`src/hdl/assert_macros.svh`:
```
// assertion macros used by the translator rtl
`ifndef ASSERT_MACROS_SVH
`define ASSERT_MACROS_SVH

// plain property check, clocked, off while reset is asserted
`define PCT_ASSERT(label, clk, rst_n, prop, msg) \
    label: assert property (@(posedge clk) disable iff (!rst_n) (prop)) \
        else $error(msg);

// same-cycle implication
`define PCT_ASSERT_IMP(label, clk, rst_n, ante, cons, msg) \
    label: assert property (@(posedge clk) disable iff (!rst_n) (ante) |-> (cons)) \
        else $error(msg);

// next-cycle implication
`define PCT_ASSERT_NXT(label, clk, rst_n, ante, cons, msg) \
    label: assert property (@(posedge clk) disable iff (!rst_n) (ante) |=> (cons)) \
        else $error(msg);

`endif

```
`src/hdl/pct_pkg.sv`:
```
// types, constants and helper functions for the particle code translator
`timescale 1ns / 1ps
`default_nettype none

package pct_pkg;

    typedef enum logic [2:0] {
        ST_OK     = 3'd0,
        ST_ZERO   = 3'd1,
        ST_BIG    = 3'd2,
        ST_EXOTIC = 3'd3,
        ST_NONE   = 3'd4
    } t_status;

    typedef logic signed [31:0] t_src_code;
    typedef logic signed [30:0] t_std_code;

    localparam logic [31:0] MAG_LIMIT   = 32'd1000000000;
    // reciprocal constants: floor(x * RECIP >> SHIFT) == floor(x / divisor)
    localparam logic [29:0] RECIP_1E4   = 30'd879609303;
    localparam int          SHIFT_1E4   = 43;
    localparam logic [17:0] RECIP_100_L = 18'd167773;
    localparam logic [12:0] RECIP_100_S = 13'd5243;
    localparam logic [7:0]  RECIP_10    = 8'd205;

    // floor(x / 10) for x below 1000
    function automatic logic [6:0] pct_div10(input logic [9:0] x);
        logic [17:0] p;
        p = 18'(x) * 18'(RECIP_10);
        return p[17:11];
    endfunction

    // fixed lookup for magnitudes 1..100, indexed by magnitude minus one
    function automatic logic [23:0] pct_low_entry(input logic [6:0] idx);
        logic [23:0] v;
        v = 24'd0;
        if ((idx <= 7'd7) || (idx >= 7'd10 && idx <= 7'd17) ||
            (idx >= 7'd20 && idx <= 7'd24) || (idx >= 7'd31 && idx <= 7'd36) ||
            (idx >= 7'd80 && idx <= 7'd98)) begin
            v = 24'(idx) + 24'd1;
        end else begin
            case (idx)
                7'd27:   v = 24'd110;
                7'd28:   v = 24'd990;
                7'd37:   v = 24'd3000221;
                7'd38:   v = 24'd42;
                7'd39:   v = 24'd41;
                7'd50:   v = 24'd3000111;
                7'd51:   v = 24'd3000211;
                7'd52:   v = 24'd3100111;
                7'd53:   v = 24'd3000113;
                7'd54:   v = 24'd3000213;
                7'd55:   v = 24'd3000223;
                7'd60:   v = 24'd9900041;
                7'd61:   v = 24'd9900042;
                7'd62:   v = 24'd9900024;
                7'd63:   v = 24'd9900012;
                7'd64:   v = 24'd9900014;
                7'd65:   v = 24'd9900016;
                default: v = 24'd0;
            endcase
        end
        return v;
    endfunction

    // table values whose negative has no antiparticle
    function automatic logic pct_no_anti(input logic [23:0] v);
        return (v == 24'd10) || (v == 24'd21) || (v == 24'd22) || (v == 24'd23) ||
               (v == 24'd25) || (v == 24'd32) || (v == 24'd33) || (v == 24'd35) ||
               (v == 24'd36) || (v == 24'd81) || (v == 24'd83) ||
               (v >= 24'd91 && v <= 24'd99);
    endfunction

endpackage

`default_nettype wire

```
`src/hdl/pct_stream_if.sv`:
```
// valid/ready channels for source codes and translated results
`timescale 1ns / 1ps
`default_nettype none

interface pct_in_if import pct_pkg::*; ();
    logic      valid;
    logic      ready;
    t_src_code source_code;

    modport source (output valid, output source_code, input ready);
    modport sink (input valid, input source_code, output ready);
endinterface

interface pct_out_if import pct_pkg::*; ();
    logic      valid;
    logic      ready;
    t_std_code standard_code;
    t_status   status;

    modport source (output valid, output standard_code, output status, input ready);
    modport sink (input valid, input standard_code, input status, output ready);
endinterface

`default_nettype wire

```
`src/hdl/particle_code_translate.sv`:
```
// Particle code translator: maps one signed source-numbering code per item to the standard
// numbering, with a status. Fully pipelined: one item is taken every cycle unless a full
// pipe is stalled by the output, and each item passes through the input register, three
// stages of reciprocal multiplies that pull out the decimal digits and the result register.
// Each stage holds its item only while the stage after it is full and stalled, so bubbles are
// squeezed out and the input keeps taking items while a finished result waits on the output.
`timescale 1ns / 1ps
`default_nettype none
`include "assert_macros.svh"

module particle_code_translate import pct_pkg::*; (
    input  wire          i_clk,
    input  wire          i_rst_n,
    pct_in_if.sink       i_src,
    pct_out_if.source    o_res
);

    // stage enables
    logic en0, en1, en2, en3, en4;

    // stage 0: input register
    logic        r_v0;
    t_src_code   r_code0;

    // stage 1: magnitude and magnitude / 1e4
    logic        r_v1, r_neg1, r_big1;
    logic [29:0] r_mag1;
    logic [16:0] r_q4_1;
    logic [31:0] n_mag32;
    logic [59:0] n_prod1;

    // stage 2: low four digits and magnitude / 1e6
    logic        r_v2, r_neg2, r_big2;
    logic [29:0] r_mag2;
    logic [13:0] r_r4_2;
    logic [9:0]  r_q6_2;
    logic [29:0] n_t2, n_r4full;
    logic [34:0] n_prod6;

    // stage 3: two-digit halves and class digit
    logic        r_v3, r_neg3, r_big3;
    logic [29:0] r_mag3;
    logic [6:0]  r_hi3, r_lo3;
    logic [3:0]  r_cls3;
    logic [26:0] n_prodh;
    logic [6:0]  n_hi, n_q6d;
    logic [13:0] n_lo14;
    logic [9:0]  n_cls10;

    // stage 4: result register
    logic        r_v4;
    t_std_code   r_code4;
    t_status     r_st4;
    t_std_code   n_code;
    t_status     n_st;

    // decision logic
    logic [6:0]  q_d1, q_d3;
    logic [3:0]  d0, d1, d2, d3;
    logic [6:0]  rem_lo, rem_hi;
    logic [29:0] mag_m1;
    logic [23:0] tbl;
    logic [23:0] sp_mag;
    logic        sp_hit;
    t_std_code   code_s, tbl_s, sp_s;

    assign en4 = !r_v4 || o_res.ready;
    assign en3 = !r_v3 || en4;
    assign en2 = !r_v2 || en3;
    assign en1 = !r_v1 || en2;
    assign en0 = !r_v0 || en1;

    assign i_src.ready         = en0;
    assign o_res.valid         = r_v4;
    assign o_res.standard_code = r_code4;
    assign o_res.status        = r_st4;

    // stage 1 math
    always_comb begin
        n_mag32 = r_code0[31] ? (~r_code0 + 32'd1) : r_code0;
        n_prod1 = 60'(n_mag32[29:0]) * 60'(RECIP_1E4);
    end

    // stage 2 math
    always_comb begin
        n_t2     = 30'(r_q4_1) * 30'd10000;
        n_r4full = r_mag1 - n_t2;
        n_prod6  = 35'(r_q4_1) * 35'(RECIP_100_L);
    end

    // stage 3 math
    always_comb begin
        n_prodh = 27'(r_r4_2) * 27'(RECIP_100_S);
        n_hi    = n_prodh[25:19];
        n_lo14  = r_r4_2 - 14'(n_hi) * 14'd100;
        n_q6d   = pct_div10(r_q6_2);
        n_cls10 = r_q6_2 - 10'(n_q6d) * 10'd10;
    end

    // stage 4: digit split and translation rules
    always_comb begin
        q_d1   = pct_div10({3'b000, r_lo3});
        q_d3   = pct_div10({3'b000, r_hi3});
        d1     = q_d1[3:0];
        d3     = q_d3[3:0];
        rem_lo = r_lo3 - 7'(d1) * 7'd10;
        rem_hi = r_hi3 - 7'(d3) * 7'd10;
        d0     = rem_lo[3:0];
        d2     = rem_hi[3:0];

        code_s = r_neg3 ? -(31'(r_mag3)) : 31'(r_mag3);
        mag_m1 = r_mag3 - 30'd1;
        tbl    = pct_low_entry(mag_m1[6:0]);
        tbl_s  = r_neg3 ? -(31'(tbl)) : 31'(tbl);

        // special codes ending in zero; the sign follows the input where allowed
        sp_hit = 1'b1;
        sp_mag = 24'd0;
        if (r_mag3 == 30'd110 && !r_neg3)       sp_mag = 24'd9910113;
        else if (r_mag3 == 30'd210)             sp_mag = 24'd9910211;
        else if (r_mag3 == 30'd220 && !r_neg3)  sp_mag = 24'd9910223;
        else if (r_mag3 == 30'd330 && !r_neg3)  sp_mag = 24'd9910333;
        else if (r_mag3 == 30'd440 && !r_neg3)  sp_mag = 24'd9910443;
        else if (r_mag3 == 30'd2110)            sp_mag = 24'd9912112;
        else if (r_mag3 == 30'd2210)            sp_mag = 24'd9912212;
        else if (r_mag3 == 30'd130 && !r_neg3)  sp_mag = 24'd130;
        else if (r_mag3 == 30'd310 && !r_neg3)  sp_mag = 24'd310;
        else                                    sp_hit = 1'b0;
        sp_s = r_neg3 ? -(31'(sp_mag)) : 31'(sp_mag);

        n_st   = ST_NONE;
        n_code = '0;
        // big first: the kept low magnitude bits read as zero at 2^30 and 2^31
        if (r_big3) begin
            n_st = ST_BIG;
        end else if (r_mag3 == 30'd0) begin
            n_st = ST_ZERO;
        end else if (r_cls3 == 4'd1 || r_cls3 == 4'd2 || r_cls3 == 4'd4) begin
            n_st   = ST_OK;
            n_code = code_s;
        end else if (r_cls3 == 4'd3 || r_cls3 == 4'd5) begin
            n_st = ST_EXOTIC;
        end else if (r_mag3 <= 30'd100) begin
            if (tbl != 24'd0 && !(r_neg3 && pct_no_anti(tbl))) begin
                n_st   = ST_OK;
                n_code = tbl_s;
            end
        end else if (d0 == 4'd0) begin
            if (sp_hit) begin
                n_st   = ST_OK;
                n_code = sp_s;
            end
        end else if (d1 != 4'd0 && d3 != 4'd0 && (d0 == 4'd2 || d0 == 4'd4)) begin
            n_st   = ST_OK;
            n_code = code_s;
        end else if (d1 != 4'd0 && d2 != 4'd0 && d3 == 4'd0) begin
            // meson remaps
            n_st = ST_OK;
            if (r_mag3 == 30'd10111 && !r_neg3)      n_code = 31'sd9000111;
            else if (r_mag3 == 30'd10211)            n_code = r_neg3 ? -31'sd9000211
                                                                     : 31'sd9000211;
            else if (r_mag3 == 30'd10221 && !r_neg3) n_code = 31'sd9010221;
            else if (r_mag3 == 30'd10331 && !r_neg3) n_code = 31'sd10221;
            else if (d1 == d2 && r_neg3)             n_st   = ST_NONE;
            else                                     n_code = code_s;
        end else if (d2 != 4'd0 && d3 != 4'd0 && d1 == 4'd0) begin
            // diquarks
            if (!(d2 == d3 && r_neg3)) begin
                n_st   = ST_OK;
                n_code = code_s;
            end
        end
    end

    // valid bits
    always_ff @(posedge i_clk) begin
        if (!i_rst_n) begin
            r_v0 <= 1'b0;
            r_v1 <= 1'b0;
            r_v2 <= 1'b0;
            r_v3 <= 1'b0;
            r_v4 <= 1'b0;
        end else begin
            if (en0) r_v0 <= i_src.valid;
            if (en1) r_v1 <= r_v0;
            if (en2) r_v2 <= r_v1;
            if (en3) r_v3 <= r_v2;
            if (en4) r_v4 <= r_v3;
        end
    end

    // payload
    always_ff @(posedge i_clk) begin
        if (en0) begin
            r_code0 <= i_src.source_code;
        end
        if (en1) begin
            r_neg1 <= r_code0[31];
            r_big1 <= (n_mag32 >= MAG_LIMIT);
            r_mag1 <= n_mag32[29:0];
            r_q4_1 <= n_prod1[59:SHIFT_1E4];
        end
        if (en2) begin
            r_neg2 <= r_neg1;
            r_big2 <= r_big1;
            r_mag2 <= r_mag1;
            r_r4_2 <= n_r4full[13:0];
            r_q6_2 <= n_prod6[33:24];
        end
        if (en3) begin
            r_neg3 <= r_neg2;
            r_big3 <= r_big2;
            r_mag3 <= r_mag2;
            r_hi3  <= n_hi;
            r_lo3  <= n_lo14[6:0];
            r_cls3 <= n_cls10[3:0];
        end
        if (en4) begin
            r_code4 <= n_code;
            r_st4   <= n_st;
        end
    end

    // a rejected item never carries a code, an accepted one always does
    `PCT_ASSERT_IMP(a_code_zero_on_reject, i_clk, i_rst_n, r_v4 && (r_st4 != ST_OK),
        r_code4 == '0, "nonzero code with failure status")
    `PCT_ASSERT_IMP(a_code_nonzero_on_ok, i_clk, i_rst_n, r_v4 && (r_st4 == ST_OK),
        r_code4 != '0, "zero code with ok status")
    // input only stalls once every stage is full
    `PCT_ASSERT_IMP(a_stall_only_full, i_clk, i_rst_n, !i_src.ready,
        r_v0 && r_v1 && r_v2 && r_v3 && r_v4, "input stalled with a bubble in the pipe")
    // an item waiting behind a stalled result is kept
    `PCT_ASSERT_NXT(a_hold_stage3, i_clk, i_rst_n, r_v3 && r_v4 && !o_res.ready,
        r_v3 && $stable(r_mag3), "stage 3 item lost during output stall")

endmodule

`default_nettype wire
```
`src/flat_wrapper.sv`:
```
// flat-port wrapper written by rule: the top's interface ports become plain ports
module particle_code_translate_flat import pct_pkg::*;
  (i_clk, i_rst_n, i_src_valid, i_src_source_code, i_src_ready, o_res_valid, o_res_standard_code, o_res_status, o_res_ready);
  pct_in_if i_src_i ();
  pct_out_if o_res_i ();
  input  wire i_clk;
  input  wire i_rst_n;
  input wire logic [$bits(i_src_i.valid)-1:0] i_src_valid;
  input wire logic [$bits(i_src_i.source_code)-1:0] i_src_source_code;
  output wire logic [$bits(i_src_i.ready)-1:0] i_src_ready;
  output wire logic [$bits(o_res_i.valid)-1:0] o_res_valid;
  output wire logic [$bits(o_res_i.standard_code)-1:0] o_res_standard_code;
  output wire logic [$bits(o_res_i.status)-1:0] o_res_status;
  input wire logic [$bits(o_res_i.ready)-1:0] o_res_ready;
  assign i_src_i.valid = i_src_valid;
  assign i_src_i.source_code = i_src_source_code;
  assign i_src_ready = i_src_i.ready;
  assign o_res_valid = o_res_i.valid;
  assign o_res_standard_code = o_res_i.standard_code;
  assign o_res_status = o_res_i.status;
  assign o_res_i.ready = o_res_ready;
  particle_code_translate u_core (.i_clk(i_clk), .i_rst_n(i_rst_n), .i_src(i_src_i), .o_res(o_res_i));
endmodule
```
`config.mk`:
```
export PLATFORM = sky130hd
export DESIGN_NAME = particle_code_translate_flat
export DESIGN_NICKNAME = d
export VERILOG_FILES = /design/src/hdl/pct_pkg.sv /design/src/hdl/pct_stream_if.sv /design/src/hdl/particle_code_translate.sv /design/src/flat_wrapper.sv
export VERILOG_INCLUDE_DIRS = /design/src /design/src/hdl
export SDC_FILE = /design/constraint.sdc
export NUM_CORES = 2
export LEC_CHECK = 0
export ABC_AREA = 1
export CAP_MARGIN = 20
export CORE_MARGIN = 1.5
export CORE_UTILIZATION = 30
export DETAILED_ROUTE_END_ITERATION = 8
export DONT_BUFFER_PORTS = 1
export HOLD_SLACK_MARGIN = 0.06
export PLACE_DENSITY = 0.47
export SLEW_MARGIN = 20
export SYNTH_ARGS = -nofsm -noshare
export SYNTH_HDL_FRONTEND = slang
export SYNTH_SLANG_ARGS = --single-unit
```
`constraint.sdc`:
```
create_clock -name i_clk -period 10.02 [get_ports i_clk]
set_clock_uncertainty 0.1 [all_clocks]
set_input_delay 1.503 -clock i_clk [delete_from_list [all_inputs] [get_ports i_clk]]
set_output_delay 1.503 -clock i_clk [all_outputs]
set_load 0.02 [all_outputs]
```
# Word level (Yosys, flattened, before mapping)
# Cells that the tools add are included.
# op_classes
mul	11
n_reduce_logical	65
n_lt_le_gt_ge	13
n_shift	0
bitwise_logic	1
n_eq_ne	50
mux	56
addsub	11
div	0
# ops
op	n
31-bit 2-to-1 mux	19
24-bit one-hot mux with 17 select lines	1
24-bit 2-to-1 mux	9
30-bit by 14-bit == test with 1-bit output (second input constant)	4
24-bit by 5-bit == test with 1-bit output (second input constant)	4
24-bit by 6-bit == test with 1-bit output (second input constant)	4
7-bit by 6-bit == test with 1-bit output (second input constant)	13
30-bit by 8-bit == test with 1-bit output (second input constant)	3
30-bit by 9-bit == test with 1-bit output (second input constant)	3
24-bit negation with 31-bit output	2
30-bit by 12-bit == test with 1-bit output (second input constant)	2
30-bit by 30-bit multiplier with 60-bit output (second input constant)	1
24-bit by 7-bit == test with 1-bit output (second input constant)	2
3-bit 2-to-1 mux	13
17-bit by 18-bit multiplier with 34-bit output (second input constant)	1
32-bit by 1-bit adder with 32-bit output (second input constant)	1
32-bit by 30-bit greater-or-equal comparator with 1-bit output (second input constant)	1
32-bit 2-to-1 mux	1
32-bit inverter	1
30-bit negation with 31-bit output	1
30-bit by 7-bit == test with 1-bit output (second input constant)	1
30-bit by 7-bit less-or-equal comparator with 1-bit output (second input constant)	1
30-bit zero test	1
7-bit by 8-bit multiplier with 15-bit output (second input constant)	2
other kinds (38)	116
# word_totals
elab_cells	231
latch_bits	0
rom_bits	0
out_inout_bits	36
memories	0
ramBits	0
regBits	226
in_bits	36

# Longest topological paths before layout
# logic_depth
word_depth	28
depth_mapped	44
mapped_depth_nobuf	44

# Worst setup path before layout
# Ideal clock, no wire load.
# synth_path
path_type	flip-flop to flip-flop
from	reg u_core.r_code0[0]
to	reg u_core.r_q4_1[14] (data pin)
required_time_ps	9658
stages_incl_launch_ff	41
path_slack_ps	1285
n_path_buf	0
arrival_time_ps	8372
synth_period_minus_slack_ps	8735
setup_time_ps	262
path_cell_list	edfxtp_1 -> inv_1 -> nand3_1 -> nor2_1 -> nand4_1 -> nor3_1 -> nand2_1 -> nor3_2 -> nand2_1 -> nor3_1 -> nand3_1 -> nor2_1 -> inv_1 -> nor3_1 -> inv_1 -> nor3_2 -> or2_2 -> xor2_1 -> [... 5 more ...] -> fa_1 -> fa_1 -> inv_1 -> fa_1 -> fa_1 -> fa_1 -> ha_1 -> ha_1 -> a21oi_1 -> nor2_1 -> nor2_1 -> o21ai_0 -> a21oi_1 -> o21bai_1 -> a211oi_1 -> o21ai_0 -> a21oi_1 -> xor2_1
# synth_between
elab_chain_cells	4
# synth_rtl
item	line	source
start, declared	particle_code_translate.sv:23	t_src_code r_code0;
start signal, assigned	particle_code_translate.sv:195	r_code0 <= i_src.source_code;
32-bit inverter	particle_code_translate.sv:80	n_mag32 = r_code0[31] ? (~r_code0 + 32'd1) : r_code0;
32-bit by 1-bit adder with 32-bit output	particle_code_translate.sv:80	
32-bit 2-to-1 mux	particle_code_translate.sv:80	
named net u_core.n_mag32[27]	particle_code_translate.sv:29	logic [31:0] n_mag32;
30-bit by 30-bit multiplier with 60-bit output	particle_code_translate.sv:81	n_prod1 = 60'(n_mag32[29:0]) * 60'(RECIP_1E4);
named net u_core.n_prod1[57]	particle_code_translate.sv:30	logic [59:0] n_prod1;
end signal, assigned	particle_code_translate.sv:201	r_q4_1 <= n_prod1[59:SHIFT_1E4];
end, declared	particle_code_translate.sv:28	logic [16:0] r_q4_1;
# The timed path passes the listed nets, and every way through them passes these cells.
# A chain may end at the register's enable or synchronous reset.

# Worst setup path in the final report
# layout_path
from	reg u_core.r_code0[0]
to	reg u_core.r_q4_1[16] (data pin)
# Same word-level chain as after synthesis.

==> results_dict.tcl <==
set metrics [dict create \
    status "completed" \
    synth_edf_count 215 \
    dp_hpwl_um 103000 \
    hold_path_depth 0 \
    period_share 0.930 \
    ios 72 \
    worst-path-buf-inv 6 \
    grt_pass1_wl_um 184000 \
    antenna_found_initial 3 \
    synthToLayoutAreaGrowth_pct 8.06 \
    vias 30300 \
    maxCapViolCount 0 \
    synth_cells 4627 \
    endpoint_kind "flop" \
    cts.sinks 220 \
    grt-ovfl-total 0 \
    startpoint_type "flop" \
    required_ps 10260 \
    drive_above_1_share 0.0440 \
    path_depth 33 \
    ant_nets 0 \
    portBuffers 0 \
    hold_violations 0 \
    insertion_delay_ps 610 \
    die_x_um 375 \
    initial_core_util 0.302 \
    seq_area_frac_synth 0.158 \
    worstMarginPinSlew_ps 1060 \
    nFillCells 14400 \
    fin_crit_ps 9320 \
    rsz0062_at_grt "no" \
    drt_iter0_drc 1745 \
    viasPerCell 4.68 \
    syn-cell-area_mm2 0.0415 \
    yosysWarnings 0 \
    chipHeight_um 375 \
    setup_viol 0 \
    cp.arrival_ps 9560 \
    max_stage_delay_ps 600 \
    syn-num-nets 5966 \
    drcViolationCount 0 \
    synth_ff_type "edfxtp_1" \
    min_path_type "reg -> reg" \
    ctsHoldBuffers 0 \
    clk_pin_slew_ps 60 \
    grt_max_degree 55 \
    cts_max_level 1 \
    reg2reg_depth 33 \
    routabilityCongestion 0.904 \
    nNetsFinal 5999 \
    cts_buffer_depth 3 \
    fp.dieArea_mm2 0.140 \
    drt-total-wl_um 118000 \
    drv_slew 0 \
    num_antenna_cells 0 \
    numCtsBuffers 29 \
    avgSynthCellArea_um2 8.96 \
    avgRoutedWirePerCell_um 18.3 \
    grt_pass1_vias 31600 \
    max-slew-margin-rel 0.291 \
    crit_path_max_fanout 9 \
    tritoncts "done" \
    synth_cell_type_count 57 \
    num_rows 136 \
    fmax_ghz 0.107 \
    async_reset_ff_frac 0 \
    cp_top_family "adder cells" \
    path_class "reg -> reg" \
    ys_ff_latch 220 \
    dr.pass1.iters 5 \
    tns_ps 0 \
    grt_usage 0.169 \
    core_area_mm2 0.137 \
    cp_slowest_cell "fa_1" \
    clockRootBuffer "clkbuf_16" \
]
[cells in the mapped netlist (all sizes together) (29+ instances only)]
library cell | number | area, um2
nand2 | 639 | 2470
fa | 580 | 11600
clkbuf | 29 | 109
nand4 | 59 | 375
edfxtp | 215 | 6460
nor3 | 52 | 290
xor2 | 110 | 963
nor2 | 291 | 1160
nand3 | 173 | 896
o21ai | 147 | 736
inv | 1147 | 4310
a21oi | 227 | 1210
ha | 723 | 9050
xnor2 | 59 | 517
[area by class of cell]
class,count,area (um2),share of cell area
Multi-Input combinational cell,3209,30400,0.678
Clock inverter,20,194,0.00433
Inverter,1150,4320,0.0963
Timing Repair Buffer,50,375,0.00838
Sequential cell,220,6560,0.146
Tap cell,1794,2240,0.0501
Clock buffer,33,741,0.0165
[layout by cell type (no fill, tap or decap), types with 4 or more instances in the layout]
cell       netlist  routed
inv_6            0       5
inv_2           14      17
buf_4            3      50
or2_2           20      20
nand4_1         58      58
nand2_2         22      23
o21ai_1         10      10
xnor2_1         59      59
o211ai_1         8       8
clkinv_1         3       7
nor3_1          46      45
o21ai_0        137     137
a21oi_1        208     208
o21bai_1        18      18
clkbuf_16        0      29
a21o_1          10      10
nor3_2           6       7
a21oi_2         19      19
o41ai_1          4       4
nand2_1        615     614
nor2_4           4       4
inv_1         1133    1130
nand3b_1         9       9
xor2_1         110     109
fa_1           580     580
o2111ai_1        7       7
o31ai_1          5       4
nand3_1        167     167
o221ai_1         5       5
nor2_1         278     278
nor4_1          21      20
nor2_2           8       8
clkbuf_1        29       4
clkinv_2         0       4
a31oi_1         13      13
nand3_2          6       6
dfxtp_1          5       5
edfxtp_1       215     215
o21a_1           9       9
ha_1           723     723
[metal layers]
| layer | global-route usage | wire (um) | vias to the layer above |
|---|---|---|---|
| met3 | 0.0156 | 3670 | 111 |
| met1 | 0.226 | 54500 | 14900 |
| li1 | - | - | 14700 |
| met5 | 0 | 0 | - |
| met4 | 0.0348 | 2800 | 0 |
| met2 | 0.296 | 57400 | 545 |
[worst paths after layout]
| check | start | end | slack [ps] |
|---|---|---|---|
| setup / recovery | u_core.r_code0[0] | u_core.r_q4_1[16] | 700 |
| hold / removal | u_core.r_mag2[24] | u_core.r_mag3[24] | 310 |
| setup reg to reg | u_core.r_code0[0] | u_core.r_q4_1[16] | 700 |
| hold reg to reg | u_core.r_mag2[24] | u_core.r_mag3[24] | 310 |
[stage by stage]
stage | cells | setup slack [ps] | cell area, um2 | utilization | hold slack [ps]
floorplan | 4627 | 1290 | 41500 | - | 300
global placement | 6423 | 831 | 43900 | 0.319 | 301
detailed placement | 6423 | 757 | 43900 | 0.319 | 305
CTS | 6476 | 729 | 44800 | 0.326 | 298
global route | 6476 | 54.3 | 44800 | 0.326 | 305
finish | 6476 | 700 | 44800 | 0.326 | 313
[logic make-up (layout without fill, tap and decap cells)]
kind of cell,count (synthesis),after routing,share of synthesized area
adder cells (fa/ha/maj),1303,1303,0.498
AND/OR/NAND/NOR,1270,1270,0.134
buffers and inverters,1198,1253,0.110
AO/OA/AOI/OAI,467,467,0.0642
flip-flops,220,220,0.158
XOR/XNOR,169,169,0.0357
[flip-flops by register name (all words and copies together), names as in the netlist, 3 cells and up]
name                        cells
u_core.r_code0                 32
u_core.r_cls3                   4
u_core.r_q4_1                  17
u_core.r_mag2                  26
u_core.r_hi3                    7
u_core.o_res.standard_code     31
u_core.r_lo3                    7
u_core.r_r4_2                  14
u_core.o_res.status             3
u_core.r_mag3                  28
u_core.r_q6_2                  10
u_core.r_mag1                  30
[repair_timing]
item	4_1_cts	5_1_grt
endpoints found under the setup margin	0	5
buffers inserted	0	0
resized for setup	0	2
Power is not shown: default switching activity piles up to over one toggle a cycle in this logic, so the estimate is an artifact.
